`src/sv/piecewise_accel_profile_eval_unit_assert.svh`:
```
// Assertion macros shared by the motion profile evaluation unit.
`ifndef PIECEWISE_ACCEL_PROFILE_EVAL_UNIT_ASSERT_SVH
`define PIECEWISE_ACCEL_PROFILE_EVAL_UNIT_ASSERT_SVH

// Same-cycle implication, disabled during reset.
`define PAPE_ASSERT_IMP(lbl, clk, rst, ante, cons, msg) \
  lbl: assert property (@(posedge clk) disable iff (rst) (ante) |-> (cons)) \
    else $error(msg);

// Next-cycle implication, disabled during reset.
`define PAPE_ASSERT_NXT(lbl, clk, rst, ante, cons, msg) \
  lbl: assert property (@(posedge clk) disable iff (rst) (ante) |=> (cons)) \
    else $error(msg);

`endif

```
`src/sv/pape_pkg.sv`:
```
// Types and constants of the motion profile evaluation unit.
package pape_pkg;

  localparam int MAX_KNOTS_DEFAULT = 64;
  localparam int QUEUE_DEPTH = 2;

  localparam int TIME_W = 32;
  localparam int VEL_W = 32;
  localparam int POS_W = 48;

  // Multiplier: 48-bit magnitude times 32-bit time, 16 bits per step.
  localparam int MUL_X_W = 48;
  localparam int MUL_CHUNK = 16;
  localparam int MUL_STEPS = MUL_X_W / MUL_CHUNK;
  localparam int MUL_ACC_W = MUL_X_W + TIME_W;
  localparam int MUL_MAG_W = 63;

  // Divider: (|dv| << 16) has 49 bits.
  localparam int DIV_BITS = 49;

  localparam logic [1:0] MODE_APPEND = 2'd0;
  localparam logic [1:0] MODE_QUERY = 2'd1;
  localparam logic [1:0] MODE_CLEAR = 2'd2;

  typedef enum logic [1:0] {
    OP_APPEND = 2'd0,
    OP_QUERY  = 2'd1,
    OP_CLEAR  = 2'd2,
    OP_NONE   = 2'd3
  } op_t;

  typedef enum logic [1:0] {
    STAT_OK    = 2'd0,
    STAT_FEW   = 2'd1,
    STAT_FULL  = 2'd2,
    STAT_ORDER = 2'd3
  } status_t;

  typedef enum logic [1:0] {
    REG_BEFORE = 2'd0,
    REG_MID    = 2'd1,
    REG_AFTER  = 2'd2
  } region_t;

  typedef enum logic [3:0] {
    ST_IDLE,
    ST_DIV,
    ST_SRCH_ADDR,
    ST_SRCH_CMP,
    ST_FETCH,
    ST_LOAD,
    ST_MUL_A,
    ST_MUL_V,
    ST_MUL_AA,
    ST_FINISH,
    ST_DONE
  } state_t;

  typedef struct packed {
    op_t                op;
    logic [TIME_W-1:0]  time_req;
    logic [VEL_W-1:0]   velocity;
  } item_t;

  typedef struct packed {
    logic               start;
    logic               x_neg;
    logic [MUL_X_W-1:0] x_mag;
    logic [TIME_W-1:0]  y;
  } mul_req_t;

  typedef struct packed {
    logic                 busy;
    logic                 done;
    logic                 neg;
    logic [MUL_MAG_W-1:0] mag;
  } mul_rsp_t;

endpackage

```
`src/sv/pape_mul.sv`:
```
// Sequential sign-magnitude Q16 multiplier, one 16-bit partial product per cycle.
module pape_mul (
  input  logic               clk,
  input  logic               rst,
  input  pape_pkg::mul_req_t req,
  output pape_pkg::mul_rsp_t rsp
);

  localparam int SW = $clog2(pape_pkg::MUL_STEPS + 1);
  localparam logic [63:0] MAG_LIMIT = 64'h4000_0000_0000_0000;

  logic                              busy;
  logic                              done;
  logic [SW-1:0]                     step;
  logic                              neg;
  logic [pape_pkg::MUL_X_W-1:0]      x_mag;
  logic [pape_pkg::TIME_W-1:0]       y;
  logic [pape_pkg::MUL_ACC_W-1:0]    acc;
  logic [pape_pkg::MUL_CHUNK-1:0]    chunk;
  logic [pape_pkg::MUL_CHUNK+pape_pkg::TIME_W-1:0] pp;
  logic [pape_pkg::MUL_ACC_W-1:0]    pp_shifted;
  logic [63:0]                       quot;

  always_comb begin
    chunk = x_mag[step * pape_pkg::MUL_CHUNK +: pape_pkg::MUL_CHUNK];
    pp = chunk * y;
    pp_shifted = pape_pkg::MUL_ACC_W'(pp) << (step * pape_pkg::MUL_CHUNK);
    quot = acc[pape_pkg::MUL_ACC_W-1:pape_pkg::MUL_CHUNK];
  end

  always_ff @(posedge clk) begin
    if (rst) begin
      busy <= 1'b0;
      done <= 1'b0;
      step <= '0;
    end else begin
      done <= 1'b0;
      if (req.start) begin
        busy <= 1'b1;
        step <= '0;
      end else if (busy) begin
        if (step == SW'(pape_pkg::MUL_STEPS - 1)) begin
          busy <= 1'b0;
          done <= 1'b1;
        end
        step <= step + 1'b1;
      end
    end
  end

  always_ff @(posedge clk) begin
    if (req.start) begin
      neg   <= req.x_neg;
      x_mag <= req.x_mag;
      y     <= req.y;
      acc   <= '0;
    end else if (busy) begin
      acc <= acc + pp_shifted;
    end
  end

  always_comb begin
    rsp.busy = busy;
    rsp.done = done;
    rsp.neg  = neg;
    rsp.mag  = (quot > MAG_LIMIT) ? MAG_LIMIT[pape_pkg::MUL_MAG_W-1:0]
                                  : quot[pape_pkg::MUL_MAG_W-1:0];
  end

endmodule

```
`config.mk`:
```
export PLATFORM = sky130hd
export DESIGN_NAME = pape_mul
export DESIGN_NICKNAME = d
export VERILOG_FILES = /design/src/sv/piecewise_accel_profile_eval_unit_assert.svh /design/src/sv/pape_pkg.sv /design/src/sv/pape_mul.sv
export SDC_FILE = /design/constraint.sdc
export NUM_CORES = 2
export LEC_CHECK = 0
export ABC_CLOCK_PERIOD_IN_PS = 9480
export BUFFER_PORTS_ARGS = -buffer_cell sky130_fd_sc_hd__buf_2
export CAP_MARGIN = 20
export CORE_ASPECT_RATIO = 0.75
export CORE_MARGIN = 2
export CORE_UTILIZATION = 25
export CTS_CLUSTER_SIZE = 28
export DETAILED_ROUTE_END_ITERATION = 10
export PLACE_DENSITY_LB_ADDON = 0.08
export SLEW_MARGIN = 20
export SYNTH_ARGS = -nofsm -noshare
export SYNTH_HDL_FRONTEND = slang
export SYNTH_SLANG_ARGS = --single-unit
export TNS_END_PERCENT = 30
```
`constraint.sdc`:
```
create_clock -name clk -period 9.48 [get_ports clk]
set_input_delay 1.422 -clock clk [delete_from_list [all_inputs] [get_ports clk]]
set_output_delay 1.422 -clock clk [all_outputs]
set_load 0.05 [all_outputs]
```
==> results.toml <==
[sta]
period_needed_ps = 9580
grt_setup_unrepaired = "true"
finalSetupViolCount = 2
min_period_over_period_pct = 101
setup_slack_ps = -101
finalHoldWorstSlack_ps = 501
maxClockFrequency_ghz = 0.104
slew-limit-headroom_pct = 26.5
report.final.slew_viol_count = 0
final_hold_viol_count = 0
max_slew.worst_pin.slew_ps = 1100
worst_clock_skew_ps = 20.3

[worst_setup_path]
cp.arrival_ps = 10010
critPathLaunch = "step[0]"
crit_path_max_incr_delay_ps = 540
slowest_cell_on_the_critical_path = "sky130_fd_sc_hd__fa_1"
worst-setup-path-type = "flop to flop"
cp_data_required_time_ps = 9910
reg2reg_from = "step[0]"
cp_endpoint = "acc[79]"
setup.worst_path.end_class = "flop"
r2r_setup_slack_ps = -100
reg2reg_depth = 41
most_frequent_cell_on_critical_path = "sky130_fd_sc_hd__fa_1"
start_kind = "flop"
worst_r2r_endpoint = "acc[79]"
crit_path_max_fanout = 10

[global_route]
use_met1_pct = 28.7
grt_util_met3_pct = 2.59
wire_length_of_the_first_global_routing_pass_um = 160000
busiest_layer = "met1"
grt_max_degree = 71
grt_antenna_before_repair = 1
number_of_global_route_vias_before_repair = 25400
grt_remaining_overflow = 0
grt.total_usage_pct = 18.5
global_route.usage.met2_pct = 26.8

[min_path]
timing.hold.worst.class = "flop to flop"

[synth]
postSynth.asyncResetShare_pct = 0
synthesis.instances = 3295
number_of_synthesized_flops_with_an_enable_pin = 81
yosysTopAreaCell = "sky130_fd_sc_hd__fa_1"
ys_warn_count = 0
synthDominantCellAreaShare_pct = 29.7
synth.lib_cells_used.distinct = 80
synth.yosys.seq_area_share_pct = 14.6
syn_area_per_cell_um2 = 8.58
number_of_nets_produced_by_synthesis = 3998
post_synth_instance_area_um2 = 28300
synth_flop_cell = "sky130_fd_sc_hd__dfxtp_1"
postSynthRegisterBits = 165
top_cells_by_area_in_the_synthesized_netlist = "sky130_fd_sc_hd__fa_1 30%, sky130_fd_sc_hd__ha_1 8.9%, sky130_fd_sc_hd__edfxtp_1 8.6%"

[layout]
most-common-layout-cells = "595 x sky130_fd_sc_hd__buf_4, 478 x sky130_fd_sc_hd__inv_1, 457 x sky130_fd_sc_hd__nand2_1"
mostFrequentLayoutCell = "sky130_fd_sc_hd__buf_4"
drive_above_1_share_pct = 27.4
stdcell_area_um2 = 37800
final_core_occ_pct = 33.8
fillers = 11800
final_net_count = 4652
area_growth_pct = 33.8
final-instance-count-excl-fill = 5476

[place]
final_weighted_congestion_in_routability_driven_placement = 0.838
dpl-instance-area_um2 = 35100
placement.io_buffers = 149
dpl.cell_count = 5382
dpl.hpwl_um = 88300

[route]
firstDrtPassIters = 5
vias = 24600
drtAntennaViolNets = 0
wirelength_um = 106000
first_iter_violations = 1364
routed_via_density = 4.50
average_wire_per_cell_in_the_routed_design_um = 19.3
detail_route.drc_violations = 0

[clock_tree]
clkTransAtPathRegs_ps = 90
tritoncts = "done"
clkLatencyLatePin_ps = 530
cts.sink_count = 165
cts_hold_buf = 0
clock_tree.buffer_depth = 2
numCtsBuffers = 17
cts.htree.levels = 4
clock_tree.root_cell = "sky130_fd_sc_hd__clkbuf_16"

[floorplan]
floorplan.core_area_um2 = 112000
die_area_um2 = 116000
floorplan.rows = 106
die_height_um = 295
top_level_i_o_count = 150
chipWidth_um = 392
floorplan.initialDensity_pct = 25.3

[outcome]
failed_checks = "setup timing"
status = "finished, violations left"

[flow_run]
cap_violations = 0
-- synth_stat cells, types with 22 or more instances --
master and n:
sky130_fd_sc_hd__dfxtp_1 84, sky130_fd_sc_hd__nor2_1 162, sky130_fd_sc_hd__fa_1 419, sky130_fd_sc_hd__o21bai_1 28, sky130_fd_sc_hd__xnor2_1 68, sky130_fd_sc_hd__a31oi_1 25, sky130_fd_sc_hd__edfxtp_1 81, sky130_fd_sc_hd__nand3_1 31
sky130_fd_sc_hd__clkbuf_1 159, sky130_fd_sc_hd__a21oi_1 159, sky130_fd_sc_hd__xor2_1 46, sky130_fd_sc_hd__ha_1 200, sky130_fd_sc_hd__inv_1 485, sky130_fd_sc_hd__a21o_1 76, sky130_fd_sc_hd__o21a_1 22, sky130_fd_sc_hd__nor2b_1 68
sky130_fd_sc_hd__nand4_1 27, sky130_fd_sc_hd__nor3_1 25, sky130_fd_sc_hd__mux2i_1 84, sky130_fd_sc_hd__and2_1 233, sky130_fd_sc_hd__nand2_1 470, sky130_fd_sc_hd__o21ai_0 100
-- per-layer routing --
| layer | vias to the layer above | wire [um] |
|---|---|---|
| li1 | 12000 | - |
| met1 | 12300 | 56500 |
| met2 | 366 | 44100 |
| met3 | 43 | 3770 |
| met4 | 0 | 1230 |
| met5 | - | 0 |
-- area by class of cell --
class	count	area, um2	share of cell area, %
Tap cell	1512	1890	5.00
Clock inverter	15	195	0.516
Clock buffer	17	425	1.12
Timing Repair Buffer	807	6300	16.7
Antenna cell	2	5.00	0.0132
Multi-Input combinational cell	2473	23100	61.0
Sequential cell	165	4120	10.9
Inverter	485	1820	4.81
-- through the flow --
stage               TNS (ps)  worst slack (ps)
detailed placement     -5340              -447
floorplan                  0              17.7
CTS                     -157             -68.8
global placement       -3920              -423
finish                  -111              -101
global route          -10160              -474
-- what timing repair did --
action                     CTS  global route
setup endpoints to repair   32            46
buffers inserted            38            17
pin swaps                   72            86
hold endpoints to repair     0             0
cloned                       4             3
resized for setup          166           148
-- flip-flops by register name, indices dropped and copies added (netlist names) --
signal  count
y          32
step        2
x_mag      48
neg         1
busy        1
acc        80
done        1
-- logic make-up after synthesis --
kind of cell    count (synthesis)  synth area share, %
fa+ha+maj                     619                 38.5
flops                         165                 14.6
xor+xnor                      114                 3.53
compound gates                541                 12.5
simple gates                 1109                 18.9
mux                            90                 3.23
buf+inv                       657                 8.78
-- worst min-delay path by stage --
| stage | startpoint | endpoint | slack [ps] | depth (start not counted) |
|---|---|---|---|---|
| floorplan | acc[77] | acc[77] | 450 | 2 |
| global placement | acc[7] | acc[7] | 480 | 2 |
| detailed placement | acc[7] | acc[7] | 480 | 2 |
| CTS | acc[7] | acc[7] | 500 | 2 |
| global route | acc[15] | acc[15] | 530 | 2 |
| finish | acc[7] | acc[7] | 500 | 2 |
-- critical path, delay by kind of cell (launching register included) --
kind / cells / cell delay [ps]
xor+xnor: 1 / 130
simple gates: 7 / 910
flops: 1 / 380
fa+ha+maj: 8 / 3790
mux: 4 / 1020
compound gates: 9 / 1810
buf+inv: 12 / 1410
Power is not shown: default switching activity piles up to over one toggle a cycle in this logic, so the estimate is an artifact.
