<file path="src/sv/piecewise_accel_profile_eval_unit_assert.svh">
// Assertion macros shared by the motion profile evaluation unit.
`ifndef PIECEWISE_ACCEL_PROFILE_EVAL_UNIT_ASSERT_SVH
`define PIECEWISE_ACCEL_PROFILE_EVAL_UNIT_ASSERT_SVH

// Same-cycle implication, disabled during reset.
`define PAPE_ASSERT_IMP(lbl, clk, rst, ante, cons, msg) \
  lbl: assert property (@(posedge clk) disable iff (rst) (ante) |-> (cons)) \
    else $error(msg);

// Next-cycle implication, disabled during reset.
`define PAPE_ASSERT_NXT(lbl, clk, rst, ante, cons, msg) \
  lbl: assert property (@(posedge clk) disable iff (rst) (ante) |=> (cons)) \
    else $error(msg);

`endif

</file>
<file path="src/sv/pape_pkg.sv">
// Types and constants of the motion profile evaluation unit.
package pape_pkg;

  localparam int MAX_KNOTS_DEFAULT = 64;
  localparam int QUEUE_DEPTH = 2;

  localparam int TIME_W = 32;
  localparam int VEL_W = 32;
  localparam int POS_W = 48;

  // Multiplier: 48-bit magnitude times 32-bit time, 16 bits per step.
  localparam int MUL_X_W = 48;
  localparam int MUL_CHUNK = 16;
  localparam int MUL_STEPS = MUL_X_W / MUL_CHUNK;
  localparam int MUL_ACC_W = MUL_X_W + TIME_W;
  localparam int MUL_MAG_W = 63;

  // Divider: (|dv| << 16) has 49 bits.
  localparam int DIV_BITS = 49;

  localparam logic [1:0] MODE_APPEND = 2'd0;
  localparam logic [1:0] MODE_QUERY = 2'd1;
  localparam logic [1:0] MODE_CLEAR = 2'd2;

  typedef enum logic [1:0] {
    OP_APPEND = 2'd0,
    OP_QUERY  = 2'd1,
    OP_CLEAR  = 2'd2,
    OP_NONE   = 2'd3
  } op_t;

  typedef enum logic [1:0] {
    STAT_OK    = 2'd0,
    STAT_FEW   = 2'd1,
    STAT_FULL  = 2'd2,
    STAT_ORDER = 2'd3
  } status_t;

  typedef enum logic [1:0] {
    REG_BEFORE = 2'd0,
    REG_MID    = 2'd1,
    REG_AFTER  = 2'd2
  } region_t;

  typedef enum logic [3:0] {
    ST_IDLE,
    ST_DIV,
    ST_SRCH_ADDR,
    ST_SRCH_CMP,
    ST_FETCH,
    ST_LOAD,
    ST_MUL_A,
    ST_MUL_V,
    ST_MUL_AA,
    ST_FINISH,
    ST_DONE
  } state_t;

  typedef struct packed {
    op_t                op;
    logic [TIME_W-1:0]  time_req;
    logic [VEL_W-1:0]   velocity;
  } item_t;

  typedef struct packed {
    logic               start;
    logic               x_neg;
    logic [MUL_X_W-1:0] x_mag;
    logic [TIME_W-1:0]  y;
  } mul_req_t;

  typedef struct packed {
    logic                 busy;
    logic                 done;
    logic                 neg;
    logic [MUL_MAG_W-1:0] mag;
  } mul_rsp_t;

endpackage

</file>
<file path="src/sv/pape_front.sv">
// Front end: accepts requests, decodes the mode and queues them for the back end.
module pape_front (
  input  logic                clk,
  input  logic                rst,
  input  logic                req_valid,
  output logic                req_stall,
  input  logic [1:0]          mode,
  input  logic [31:0]         time_req,
  input  logic signed [31:0]  velocity,
  output logic                q_valid,
  output pape_pkg::item_t     q_item,
  input  logic                q_pop
);

  localparam int PW = $clog2(pape_pkg::QUEUE_DEPTH);
  localparam int FW = $clog2(pape_pkg::QUEUE_DEPTH + 1);

  pape_pkg::item_t q_mem [pape_pkg::QUEUE_DEPTH];
  logic [PW-1:0]   wr_ptr;
  logic [PW-1:0]   rd_ptr;
  logic [FW-1:0]   fill;
  logic            push;
  pape_pkg::item_t item_in;

  always_comb begin
    item_in.time_req = time_req;
    item_in.velocity = velocity;
    case (mode)
      pape_pkg::MODE_APPEND: item_in.op = pape_pkg::OP_APPEND;
      pape_pkg::MODE_QUERY:  item_in.op = pape_pkg::OP_QUERY;
      pape_pkg::MODE_CLEAR:  item_in.op = pape_pkg::OP_CLEAR;
      default:               item_in.op = pape_pkg::OP_NONE;
    endcase
  end

  assign req_stall = (fill == FW'(pape_pkg::QUEUE_DEPTH));
  assign push      = req_valid && !req_stall;
  assign q_valid   = (fill != '0);
  assign q_item    = q_mem[rd_ptr];

  always_ff @(posedge clk) begin
    if (rst) begin
      wr_ptr <= '0;
      rd_ptr <= '0;
      fill   <= '0;
    end else begin
      if (push) begin
        wr_ptr <= wr_ptr + 1'b1;
      end
      if (q_pop) begin
        rd_ptr <= rd_ptr + 1'b1;
      end
      case ({push, q_pop})
        2'b10:   fill <= fill + 1'b1;
        2'b01:   fill <= fill - 1'b1;
        default: fill <= fill;
      endcase
    end
  end

  always_ff @(posedge clk) begin
    if (push) begin
      q_mem[wr_ptr] <= item_in;
    end
  end

endmodule

</file>
<file path="config.mk">
export PLATFORM = sky130hd
export DESIGN_NAME = pape_front
export DESIGN_NICKNAME = d
export VERILOG_FILES = /design/src/sv/piecewise_accel_profile_eval_unit_assert.svh /design/src/sv/pape_pkg.sv /design/src/sv/pape_front.sv
export SDC_FILE = /design/constraint.sdc
export NUM_CORES = 1
export LEC_CHECK = 0
export BUFFER_PORTS_ARGS = -buffer_cell sky130_fd_sc_hd__buf_4
export CAP_MARGIN = 15
export CORE_MARGIN = 5
export CORE_UTILIZATION = 40
export DETAILED_ROUTE_END_ITERATION = 7
export PLACE_DENSITY = 0.7
export SLEW_MARGIN = 20
export SYNTH_ARGS = -nofsm -noshare
export SYNTH_HDL_FRONTEND = slang
export SYNTH_SLANG_ARGS = --single-unit
</file>
<file path="constraint.sdc">
create_clock -name clk -period 3.3 [get_ports clk]
set_input_delay 0.165 -clock clk [delete_from_list [all_inputs] [get_ports clk]]
set_output_delay 0.165 -clock clk [all_outputs]
set_load 0.05 [all_outputs]
</file>
==> results of run 1 <==
==> Yosys cell counts <==
master and number:
sky130_fd_sc_hd__a21oi_1 2, sky130_fd_sc_hd__and3_1 1, sky130_fd_sc_hd__buf_2 3, sky130_fd_sc_hd__buf_4 4, sky130_fd_sc_hd__clkbuf_1 2, sky130_fd_sc_hd__dfxtp_1 5, sky130_fd_sc_hd__edfxtp_1 132, sky130_fd_sc_hd__ha_1 1
sky130_fd_sc_hd__inv_1 2, sky130_fd_sc_hd__inv_2 1, sky130_fd_sc_hd__mux2_2 66, sky130_fd_sc_hd__nand2_1 1, sky130_fd_sc_hd__nand2b_2 1, sky130_fd_sc_hd__nor2_1 3, sky130_fd_sc_hd__o21ai_0 2, sky130_fd_sc_hd__or2_2 1
sky130_fd_sc_hd__or3_1 2, sky130_fd_sc_hd__xnor2_1 2, sky130_fd_sc_hd__xor2_1 1
==> stage by stage <==
| step | setup WS (ns) | util | hold slack (ns) | cells |
|---|---|---|---|---|
| 4_1_cts | 1.092 | 0.6137 | 0.01673 | 628 |
| 6_report | 1.103 | 0.6137 | 0.03507 | 628 |
| 2_1_floorplan | 0.6082 | - | 0.2341 | 232 |
| 3_3_place_gp | 1.192 | 0.5114 | 0.3515 | 529 |
| 5_1_grt | 0.9645 | 0.6137 | 0.03058 | 628 |
| 3_5_place_dp | 1.127 | 0.5114 | 0.3524 | 529 |
==> flip-flops by register name (all words and copies together), names as in the netlist, named ones only <==
name,flops
fill,2
q_mem,132
wr_ptr,1
rd_ptr,1
==> logic make-up after synthesis <==
logic type,Yosys count,synth area share
AND/OR/NAND/NOR,9,0.009802
adder cells (fa/ha/maj),1,0.002513
buffers and inverters,12,0.01282
multiplexers,66,0.1493
AO/OA/AOI/OAI,4,0.004021
XOR/XNOR,3,0.005279
flip-flops,137,0.8163
==> final timing paths <==
| check | from | end | slack, ns | depth (start not counted) |
|---|---|---|---|---|
| setup / recovery | fill[0]$_SDFFE_PP0P_ | q_mem[0][59]$_DFFE_PP_ | 1.10 | 5 |
| hold / removal | q_pop | rd_ptr$_SDFFE_PP0P_ | 0.04 | 3 |
| setup reg to reg | fill[0]$_SDFFE_PP0P_ | q_mem[0][59]$_DFFE_PP_ | 1.10 | 5 |
| hold reg to reg | rd_ptr$_SDFFE_PP0P_ | rd_ptr$_SDFFE_PP0P_ | 0.52 | 2 |
==> critical path, cell delays in order (launching register included) <==
cell	delay (ns)
sky130_fd_sc_hd__dfxtp_1	0.40
sky130_fd_sc_hd__nand2b_2	0.19
sky130_fd_sc_hd__inv_2	0.04
sky130_fd_sc_hd__or3_1	0.35
sky130_fd_sc_hd__inv_2	0.54
sky130_fd_sc_hd__buf_12	0.31
==> power by group through the flow <==
stage,Combinational (W),Clock (W),Sequential [W]
floorplan,0.000687,0,0.00216
global placement,0.000965,0,0.00219
detailed placement,0.000974,0,0.00220
CTS,0.00104,0.00186,0.00216
global route,0.00108,0.00193,0.00218
finish,0.00103,0.00181,0.00216
==> metal layers <==
| metal | global-route usage | share of wire | vias to the layer above |
|---|---|---|---|
| met4 | 0.06303 | 0.020 | 0 |
| met5 | 0 | 0 | - |
| met3 | 0.04782 | 0.055 | 24 |
| met2 | 0.2487 | 0.52 | 97 |
| li1 | - | - | 1338 |
| met1 | 0.1643 | 0.40 | 1375 |
==> area by class of cell <==
type / instances / area (µm²)
multi-input combinational: 83 / 855.8
fill: 899 / 4678
sequential: 137 / 4068
clock buffer: 21 / 440.4
tap: 168 / 210.2
timing repair buffer: 205 / 1719
clock inverter: 11 / 128.9
inverter: 3 / 11.26
==> key figures, run 1 <==
Yosys
  – Fraction of synthesized cell area taken by the top area cell type: 0.7962
  – Nets in the synthesized netlist: 303
  – Cell taking the most area after synthesis: sky130_fd_sc_hd__edfxtp_1
  – Mean area per synthesized cell: 21.46 µm²
  – Yosys warning count: 0
  – Register area share after synthesis: 0.8163
  – Post-synthesis register bit count: 137
  – Cell variety after synth: 19
  – Synthesized cell area: around 0.0050 mm²
  – Leading post-synthesis cells by cell area: sky130_fd_sc_hd__edfxtp_1 (80%), sky130_fd_sc_hd__mux2_2 (15%), sky130_fd_sc_hd__dfxtp_1 (2.0%)
  – Gate Count Post-Synth: roughly 230

Detailed routing
  – Total number of vias: roughly 2800
  – Pre-antenna DRT Iters: 4
  – DR vias/cell: about 4.5
  – Remaining antenna violation count after routing: 0
  – Detailed router's first-iteration violation count: between 100 and 150
  – Routed wire length: between 10000 and 15000 µm
  – Per-cell routed wire length: roughly 16 µm
  – DRC violations left: 0

Placed design
  – Post-detail-place hpwl: between 6000 and 7000 µm
  – Area after DPL: approximately 0.0062 mm²
  – Count of buffers inserted at the top-level ports: 137
  – Final estimated routing congestion in global placement: between 0.7 and 0.8

Clock network
  – Hold_buf cts: 67
  – Clock latency on the worst-skew pair: around 0.40 ns
  – H-tree depth: 4
  – Total CTS buffers: 17
  – Maximum buffer depth of the clock tree: 2
  – Clock slew at reported path FFs: roughly 0.050 ns
  – Clock Sink Count: 137
  – Number of gates resized after cts: 0
  – TritonCTS clock tree: built
  – Clk root buf: sky130_fd_sc_hd__clkbuf_16
  – Post-CTS Repair Setup Buffers: 0

Power and ir drop
  – Internal Power: 0.003650 W
  – Static leakage: about 2.8 nW
  – Combinational Power Share: 0.206
  – Clock group share of total power: 0.362
  – Peak supply drop: 0.0004272 V
  – Sequential power share: 0.432
  – Overall power after layout: ~0.005 W
  – Net switching power: ~0.0014 W
  – Power density over cell area: just under 700 mW/mm²
  – Proportion of total power due to net switching: 0.2709

Finish
  – Share of cells above drive strength 1: 0.5152
  – Final cell area excluding filler cells: 0.007433 mm²
  – Top library cells by usage in the layout, fill and taps aside: sky130_fd_sc_hd__buf_4 (137), sky130_fd_sc_hd__edfxtp_1 (132), sky130_fd_sc_hd__dlygate4sd3_1 (67)
  – Post-synthesis to final-layout area growth: 49.31%
  – Most common library cell in the layout ignoring fill and taps: sky130_fd_sc_hd__buf_4
  – Nets@finish: 518
  – Diodes inserted: 0

Floorplan
  – Area enclosed by the die boundary: 0.01478 mm²
  – Initial core utilization: 0.4111
  – Vertical die dimension: around 120 µm
  – Total number of placement rows: 40
  – Horizontal die dimension: 121.6 µm
  – Floorplan Core Area: between 0.01 and 0.015 mm²
  – I/O pin count: around 140

STA
  – Maximum clock frequency: around 460 MHz
  – Transition time of the tightest slew-check pin: between 0.9 and 1 ns
  – Fin crit share: 0.6658
  – Number of failing hold endpoints at the final stage: 0
  – Setup violations, final: 0
  – Worst clock skew: approximately 0.0042 ns
  – Number of max-slew violations in the final report: 0
  – Setup repair after global routing missed its margin: false
  – Post-route minimum period: 2.197 ns
  – Worst max-slew margin expressed relative to the limit: 0.3804
  – Aggregate negative setup slack: 0 ns

Setup path
  – CP Class: flop to flop
  – Startpoint class of the critical path: flop
  – Critical path peak fanout: 36
  – Kind of capture point of the worst setup path: flop
  – Critical path data required time: 3.39 ns
  – Arrival time of the worst setup path: approximately 2.3 ns

Run
  – Max-cap check violation count: 0

Global route
  – Via count of the first global-routing pass: around 3200
  – GRT Util Overall: 0.1445
  – Largest net degree at the start of global routing: between 60 and 70
  – Wire length of the first global-routing pass: 16110 µm
  – Gr ovfl total: 0
  – Number of antenna violations at the first check in global routing: 0

Outcome
  – Result of the run: finished clean

Min path
  – Hold Crit Class: primary input to flop
Power figures use the tool's default switching activity.
==> run 2: changes to the inputs <==
==> constraint.sdc (replaced) <==
create_clock -name clk -period 2.21 [get_ports clk]
set_input_delay 0.1105 -clock clk [delete_from_list [all_inputs] [get_ports clk]]
set_output_delay 0.1105 -clock clk [all_outputs]
set_load 0.05 [all_outputs]
==> run 2 against run 1 <==
Effect of this change: combinational power up 55%; critical path depth is 2 lower; die area stayed put; critical endpoint is now q_item[18]; largest power group unchanged; highest routed layer unchanged.
==> key figures, run 2 (synthesis results as in run 1) <==
Outcome
  – Result of the run: finished clean

Clock network
  – Clock slew at reported path FFs: 0.05 ns (about the same)
  – Maximum buffer depth of the clock tree: 2 (unchanged)
  – Clock Sink Count: 137 (unchanged)
  – TritonCTS clock tree: built
  – Clk root buf: sky130_fd_sc_hd__clkbuf_16
  – Clock latency on the worst-skew pair: 0.40 ns (about the same)
  – Post-CTS Repair Setup Buffers: 0 (unchanged)
  – H-tree depth: 4 (unchanged)
  – Total CTS buffers: 17 (unchanged)

Power and ir drop
  – Power density over cell area: 969.8 mW/mm² (+44%)
  – Static leakage: 2.831 nW (+0.49%)
  – Peak supply drop: 0.0005846 V (+37%)

Floorplan
  – Total number of placement rows: 40 (unchanged)
  – Initial core utilization: 0.4111 (unchanged)
  – Vertical die dimension: 121.6 µm (unchanged)
  – Horizontal die dimension: 121.6 µm (unchanged)
  – Floorplan Core Area: 0.01211 mm² (unchanged)
  – Area enclosed by the die boundary: 0.01478 mm² (unchanged)
  – I/O pin count: 138 (unchanged)

STA
  – Fin crit share: 0.8672
  – Hold Slack: 0.1025 ns (+0.06743 ns)
  – Number of max-slew violations in the final report: 0 (unchanged)
  – Post-route worst setup slack: 0.2935 ns (-0.8092 ns)
  – Aggregate negative setup slack: 0 ns (unchanged)
  – Worst clock skew: 0.006838 ns (+0.002603 ns)
  – Number of failing hold endpoints at the final stage: 0 (unchanged)
  – Setup repair after global routing missed its margin: false
  – Setup violations, final: 0 (unchanged)
  – Transition time of the tightest slew-check pin: 0.3898 ns (-0.5396 ns)
  – Post-route minimum period: between 1.5 and 2 ns
  – Maximum clock frequency: 521.8 MHz
  – Worst max-slew margin expressed relative to the limit: 0.7401 (+0.3597)

Global route
  – Wire length of the first global-routing pass: 15290 µm (-5.1%)
  – Global routing met2 resource utilization: 0.2515 (+0.002763)
  – Largest net degree at the start of global routing: 65 (-3.0%)
  – Met1 usage in global routing: 0.1425 (-0.02180)
  – GRT Util Overall: 0.1378 (-0.006666)
  – Met3 Track Usage GR: 0.05153 (+0.003714)
  – Via count of the first global-routing pass: 3100 (-2.5%)
  – Number of antenna violations at the first check in global routing: 0 (unchanged)
  – Most congested layer reported by global routing: met2
  – Gr ovfl total: 0 (unchanged)

Detailed routing
  – Remaining antenna violation count after routing: 0 (unchanged)
  – Per-cell routed wire length: 15.60 µm (-4.6%)
  – DRC violations left: 0 (unchanged)
  – Pre-antenna DRT Iters: 4 (unchanged)
  – Routed wire length: 9908 µm (-3.5%)
  – DR vias/cell: 4.416 (-2.1%)
  – Detailed router's first-iteration violation count: 117 (-1.7%)
  – Total number of vias: 2804 (-1.1%)

Setup path
  – Arrival time of the worst setup path: 1.81 ns (-0.48 ns)
  – Critical path data required time: 2.10 ns (-1.29 ns)
  – Cell with the largest stage delay on the worst path: sky130_fd_sc_hd__dfxtp_4
  – Most numerous cell on the critical path: sky130_fd_sc_hd__buf_4
  – Kind of capture point of the worst setup path: output pin
  – Crit path largest cell delay: 0.53 ns (about the same)
  – Startpoint class of the critical path: flop
  – Ordered list of cells on the worst path: buf_4, mux2_2, buf_4
  – CP Class: flop to output pin
  – Critical path peak fanout: 21 (-42%)

Finish
  – Largest register by flop count: q_mem
  – Top library cells by usage in the layout, fill and taps aside: sky130_fd_sc_hd__buf_4 (140), sky130_fd_sc_hd__edfxtp_1 (132), sky130_fd_sc_hd__dlygate4sd3_1 (69)
  – Multi-input gate area in the final layout: 855.8 µm² (unchanged)
  – Nets@finish: 525 (+1.4%)
  – Number of fillers in the final layout: 896 (-0.33%)
  – Diodes inserted: 0 (unchanged)
  – Max reg flops: 132 (unchanged)
  – Most common library cell in the layout ignoring fill and taps: sky130_fd_sc_hd__buf_4
  – Registers with the highest flip-flop counts: q_mem (132), fill (2)
  – Post-synthesis to final-layout area growth: 50.24%
  – Share of cells above drive strength 1: 0.5139 (-0.001299)
  – Sequential cell area: 0.004068 mm² (unchanged)

Placed design
  – Post-detail-place hpwl: 6130 µm (+1.9%)
  – Final estimated routing congestion in global placement: 0.7098 (+0.30%)
  – Dpl ws: 0.3809 ns (-0.7462 ns)
  – Count of buffers inserted at the top-level ports: 137 (unchanged)

Min path
  – Hold Crit Class: primary input to flop

Run
  – Max-cap check violation count: 0 (unchanged)
## run 2: cell types whose count changed in the layout (fill, tap and decap cells not counted)
cell / before / now
sky130_fd_sc_hd__clkinv_1: 1 / 0
sky130_fd_sc_hd__buf_12: 1 / 3
sky130_fd_sc_hd__inv_4: 0 / 1
sky130_fd_sc_hd__bufinv_16: 3 / 0
sky130_fd_sc_hd__inv_2: 2 / 0
sky130_fd_sc_hd__clkinv_2: 7 / 4
sky130_fd_sc_hd__clkbuf_8: 0 / 4
sky130_fd_sc_hd__dlygate4sd3_1: 67 / 69
sky130_fd_sc_hd__buf_4: 137 / 140
sky130_fd_sc_hd__clkbuf_1: 4 / 7
sky130_fd_sc_hd__clkinvlp_4: 0 / 1
## run 2: timing repair
item / 4_1_cts / 5_1_grt
hold buffers: 69 / 0
hold endpoints to repair: 137 / 0
gates resized for setup: 0 / 0
## run 2: final cells by class
class | instances | area share
sequential | 137 | 0.5438
timing repair buffer | 212 | 0.2409
multi-input combinational | 83 | 0.1144
clock buffer | 28 | 0.06775
tap | 168 | 0.02810
clock inverter | 4 | 0.002676
inverter | 3 | 0.002342
## run 2: per-layer routing
metal  part of all wire  wire length [µm]
met4              0.017               172
met5                  0                 0
met2               0.54              5323
met1               0.38              3788
met3              0.063               624
## run 2: through the flow
stage,util,power [W],cell area (µm²),instances
detailed placement,0.5170,0.004760,6262,534
floorplan,-,0.004248,4986,232
global placement,0.5170,0.004736,6262,534
CTS,0.6176,0.007339,7480,635
finish,0.6176,0.007254,7480,635
global route,0.6176,0.007545,7480,635
## run 2: critical path: cells and delay by family, from the launching register on
kind	cells	cell delay, ns
flops	1	0.53
mux	1	0.37
buf+inv	2	0.49
## run 2: where the power goes
group / switching, W / internal (W)
Sequential: 0.0000685 / 0.00312
Combinational: 0.00101 / 0.000595
Clock: 0.000915 / 0.00155
Total: 0.00199 / 0.00526
## run 2: final timing paths
path                        start                     end  slack (ns)  cells past startpoint
max                          flop              q_item[18]        0.29                      3
min                     req_valid     wr_ptr$_SDFFE_PP0P_        0.10                      4
max reg2reg  fill[0]$_SDFFE_PP0P_  q_mem[0][19]$_DFFE_PP_        0.37                      5
min reg2reg   wr_ptr$_SDFFE_PP0P_     wr_ptr$_SDFFE_PP0P_        0.49                      2
==> run 3: changes to the inputs <==
--- a/config.mk
+++ b/config.mk
@@ -9,7 +9,9 @@
 export CAP_MARGIN = 15
 export CORE_MARGIN = 5
 export CORE_UTILIZATION = 40
+export CTS_BUF_LIST = sky130_fd_sc_hd__clkbuf_8
 export DETAILED_ROUTE_END_ITERATION = 7
+export GPL_TIMING_DRIVEN = 0
 export PLACE_DENSITY = 0.7
 export SLEW_MARGIN = 20
 export SYNTH_ARGS = -nofsm -noshare
==> run 3 against run 2 <==
Effect of this change: design area is 1.7% lower; worst hold slack worse by 0.013 ns; combinational power hardly changed; sequential power hardly changed; first-iteration DRC count is 30% higher; sequential cell count stayed put; critical path depth is 1 higher; setup slack worse by 0.043 ns; via count is 0.43% higher; sequential share of layout area is 0.88 points higher; critical path type unchanged.
==> key figures, run 3 (synthesis results as in run 1) <==
Clock network
  – Clock slew at reported path FFs: 0.07 ns (+0.02 ns)
  – H-tree depth: 4 (unchanged)
  – Clk root buf: sky130_fd_sc_hd__clkbuf_8
  – TritonCTS clock tree: built
  – Post-CTS Repair Setup Buffers: 0 (unchanged)
  – Maximum buffer depth of the clock tree: 2 (unchanged)
  – Clock latency on the worst-skew pair: 0.42 ns (+0.02 ns)
  – Clock Sink Count: 137 (unchanged)
  – Total CTS buffers: 17 (unchanged)

Power and ir drop
  – Static leakage: 2.795 nW (-1.3%)
  – Power density over cell area: 926.2 mW/mm² (-4.5%)
  – Peak supply drop: 0.0005419 V (-7.3%)
  – Overall power after layout: 0.006810 W (-6.1%)

Setup path
  – Arrival time of the worst setup path: 1.85 ns (+0.04 ns)
  – Critical path peak fanout: 10 (-52%)
  – Destination of the worst register-to-register timing path: q_mem[0][24]$_DFFE_PP_
  – Register-to-register setup slack: 0.34 ns (-0.03 ns)
  – Crit-path leading delay family: buffers and inverters
  – Critical path data required time: 2.10 ns (about the same)
  – Most numerous cell on the critical path: sky130_fd_sc_hd__buf_4
  – Crit path largest cell delay: 0.36 ns (-0.17 ns)
  – CP Class: flop to output pin
  – Kind of capture point of the worst setup path: output pin
  – Launch instance of the worst register-to-register path: fill[0]$_SDFFE_PP0P_
  – Cell with the largest stage delay on the worst path: sky130_fd_sc_hd__mux2_2
  – Worst reg-to-reg path cell count: 5 (unchanged)
  – CP Buf/Inv Count: 3 (+1)
  – Ordered list of cells on the worst path: buf_2, buf_4, mux2_2, buf_4
  – Startpoint class of the critical path: flop

Detailed routing
  – Remaining antenna violation count after routing: 0 (unchanged)
  – DR vias/cell: 4.414 (about the same)
  – Pre-antenna DRT Iters: 4 (unchanged)
  – Routed wire length: 9993 µm (+0.86%)
  – DRC violations left: 0 (unchanged)
  – Detailed router's first-iteration violation count: 152 (+30%)
  – Per-cell routed wire length: 15.66 µm (+0.38%)
  – Total number of vias: 2816 (+0.43%)

Finish
  – Share of cells above drive strength 1: 0.5191 (+0.005230)
  – Diodes inserted: 0 (unchanged)
  – Nets@finish: 528 (+0.57%)
  – Top library cells by usage in the layout, fill and taps aside: sky130_fd_sc_hd__buf_4 (139), sky130_fd_sc_hd__edfxtp_1 (132), sky130_fd_sc_hd__dlygate4sd3_1 (68)
  – Most common library cell in the layout ignoring fill and taps: sky130_fd_sc_hd__buf_4
  – Registers with the highest flip-flop counts: q_mem (132), fill (2)
  – Post-synthesis to final-layout area growth: 47.70%
  – Final cell area excluding filler cells: 0.007353 mm² (-1.7%)
  – Largest register by flop count: q_mem
  – Max reg flops: 132 (unchanged)

STA
  – Fin crit share: 0.8866 (+0.01936)
  – Worst clock skew: 0.01191 ns (+0.005070 ns)
  – Maximum clock frequency: 510.4 MHz (-2.2%)
  – Post-route minimum period: 1.959 ns (+0.04279 ns)
  – Number of max-slew violations in the final report: 0 (unchanged)
  – Setup violations, final: 0 (unchanged)
  – Setup repair after global routing missed its margin: false
  – Number of failing hold endpoints at the final stage: 0 (unchanged)
  – Worst max-slew margin expressed relative to the limit: 0.6920 (-0.04815)
  – Transition time of the tightest slew-check pin: 0.4620 ns (+0.07223 ns)

Placed design
  – Area after DPL: 0.006274 mm² (+0.18%)
  – Post-detail-place hpwl: 6439 µm (+5.0%)
  – Final estimated routing congestion in global placement: 0.6758 (-4.8%)
  – Count of buffers inserted at the top-level ports: 135 (-1.5%)

Global route
  – GRT Util Overall: 0.1401 (+0.002300)
  – Gr ovfl total: 0 (unchanged)
  – Wire length of the first global-routing pass: 15540 µm (+1.6%)
  – Number of antenna violations at the first check in global routing: 0 (unchanged)
  – Largest net degree at the start of global routing: 37 (-43%)
  – Via count of the first global-routing pass: 3147 (+1.5%)

Floorplan
  – Total number of placement rows: 40 (unchanged)
  – Vertical die dimension: 121.6 µm (unchanged)
  – I/O pin count: 138 (unchanged)
  – Area enclosed by the die boundary: 0.01478 mm² (unchanged)
  – Initial core utilization: 0.4111 (unchanged)
  – Floorplan Core Area: 0.01211 mm² (unchanged)
  – Horizontal die dimension: 121.6 µm (unchanged)

Run
  – Max-cap check violation count: 0 (unchanged)

Min path
  – Worst Hold Path EP: wr_ptr$_SDFFE_PP0P_
  – Hold Crit Class: primary input to flop
  – Hold path cells: 4 (unchanged)
  – Hold Path Origin: req_valid

Outcome
  – Result of the run: finished clean
-- run 3: cell types whose count changed in the layout (fill, tap and decap cells not counted), moves of 3 or more --
| cell | before | now |
|---|---|---|
| sky130_fd_sc_hd__buf_2 | 0 | 3 |
| sky130_fd_sc_hd__inv_1 | 1 | 5 |
| sky130_fd_sc_hd__clkbuf_8 | 4 | 19 |
| sky130_fd_sc_hd__clkbuf_16 | 17 | 0 |
| sky130_fd_sc_hd__bufinv_16 | 0 | 3 |
| sky130_fd_sc_hd__clkbuf_1 | 7 | 2 |
-- run 3: worst max path at each step --
stage | start | end | slack [ns] | depth (start not counted)
detailed placement | fill[0]$_SDFFE_PP0P_ | q_mem[0][21]$_DFFE_PP_ | 0.38 | 5
global route | flop | q_item[56] | 0.09 | 4
floorplan | fill[0]$_SDFFE_PP0P_ | q_mem[0][0]$_DFFE_PP_ | 0.01 | 4
finish | flop | q_item[56] | 0.25 | 4
CTS | flop | q_item[56] | 0.16 | 4
global placement | fill[0]$_SDFFE_PP0P_ | q_mem[0][61]$_DFFE_PP_ | -0.51 | 4
-- run 3: through the flow --
| stage | hold WS (ns) | worst slack [ns] | std cells | setup TNS, ns | utilization |
|---|---|---|---|---|---|
| after global routing | 0.09639 | 0.09065 | 638 | 0 | 0.6071 |
| after global placement | 0.2951 | -0.5132 | 535 | -40.90 | 0.5127 |
| after detailed placement | 0.2983 | 0.3774 | 538 | 0 | 0.5180 |
| after floorplan | 0.1796 | 0.01131 | 232 | 0 | - |
| after CTS | 0.05608 | 0.1605 | 638 | 0 | 0.6071 |
| final | 0.08976 | 0.2507 | 638 | 0 | 0.6071 |
-- run 3: tightest hold or removal path: cells and delay by family --
kind            cells  cell delay (ns)
buf+inv             2             0.13
compound gates      2             0.23
-- run 3: cell type report --
class / instances / area, µm²
inverters: 3 / 17.52
plain buffers: 9 / 52.55
well taps: 168 / 210.2
flip-flops and latches: 137 / 4064
clock inverters: 13 / 137.6
multi-input cells: 83 / 855.8
clock buffers: 19 / 261.5
repair buffers: 206 / 1754
fillers: 935 / 4758
-- run 3: per-layer routing --
| metal | wire length (µm) | GRT usage |
|---|---|---|
| met4 | 126 | 0.05882 |
| met1 | 4002 | 0.1542 |
| met3 | 614 | 0.05385 |
| met2 | 5249 | 0.2425 |
| met5 | 0 | 0 |
-- run 3: timing repair --
| action | 4_1_cts | 5_1_grt |
|---|---|---|
| hold buffers | 68 | 0 |
| gates resized for setup | 0 | 0 |
| setup endpoints to repair | 0 | 0 |
| hold endpoints to repair | 137 | 0 |
-- run 3: where the power goes --
group          internal, W  switching (W)
Sequential         0.00312      0.0000560
Clock              0.00115       0.000868
Combinational     0.000601        0.00102
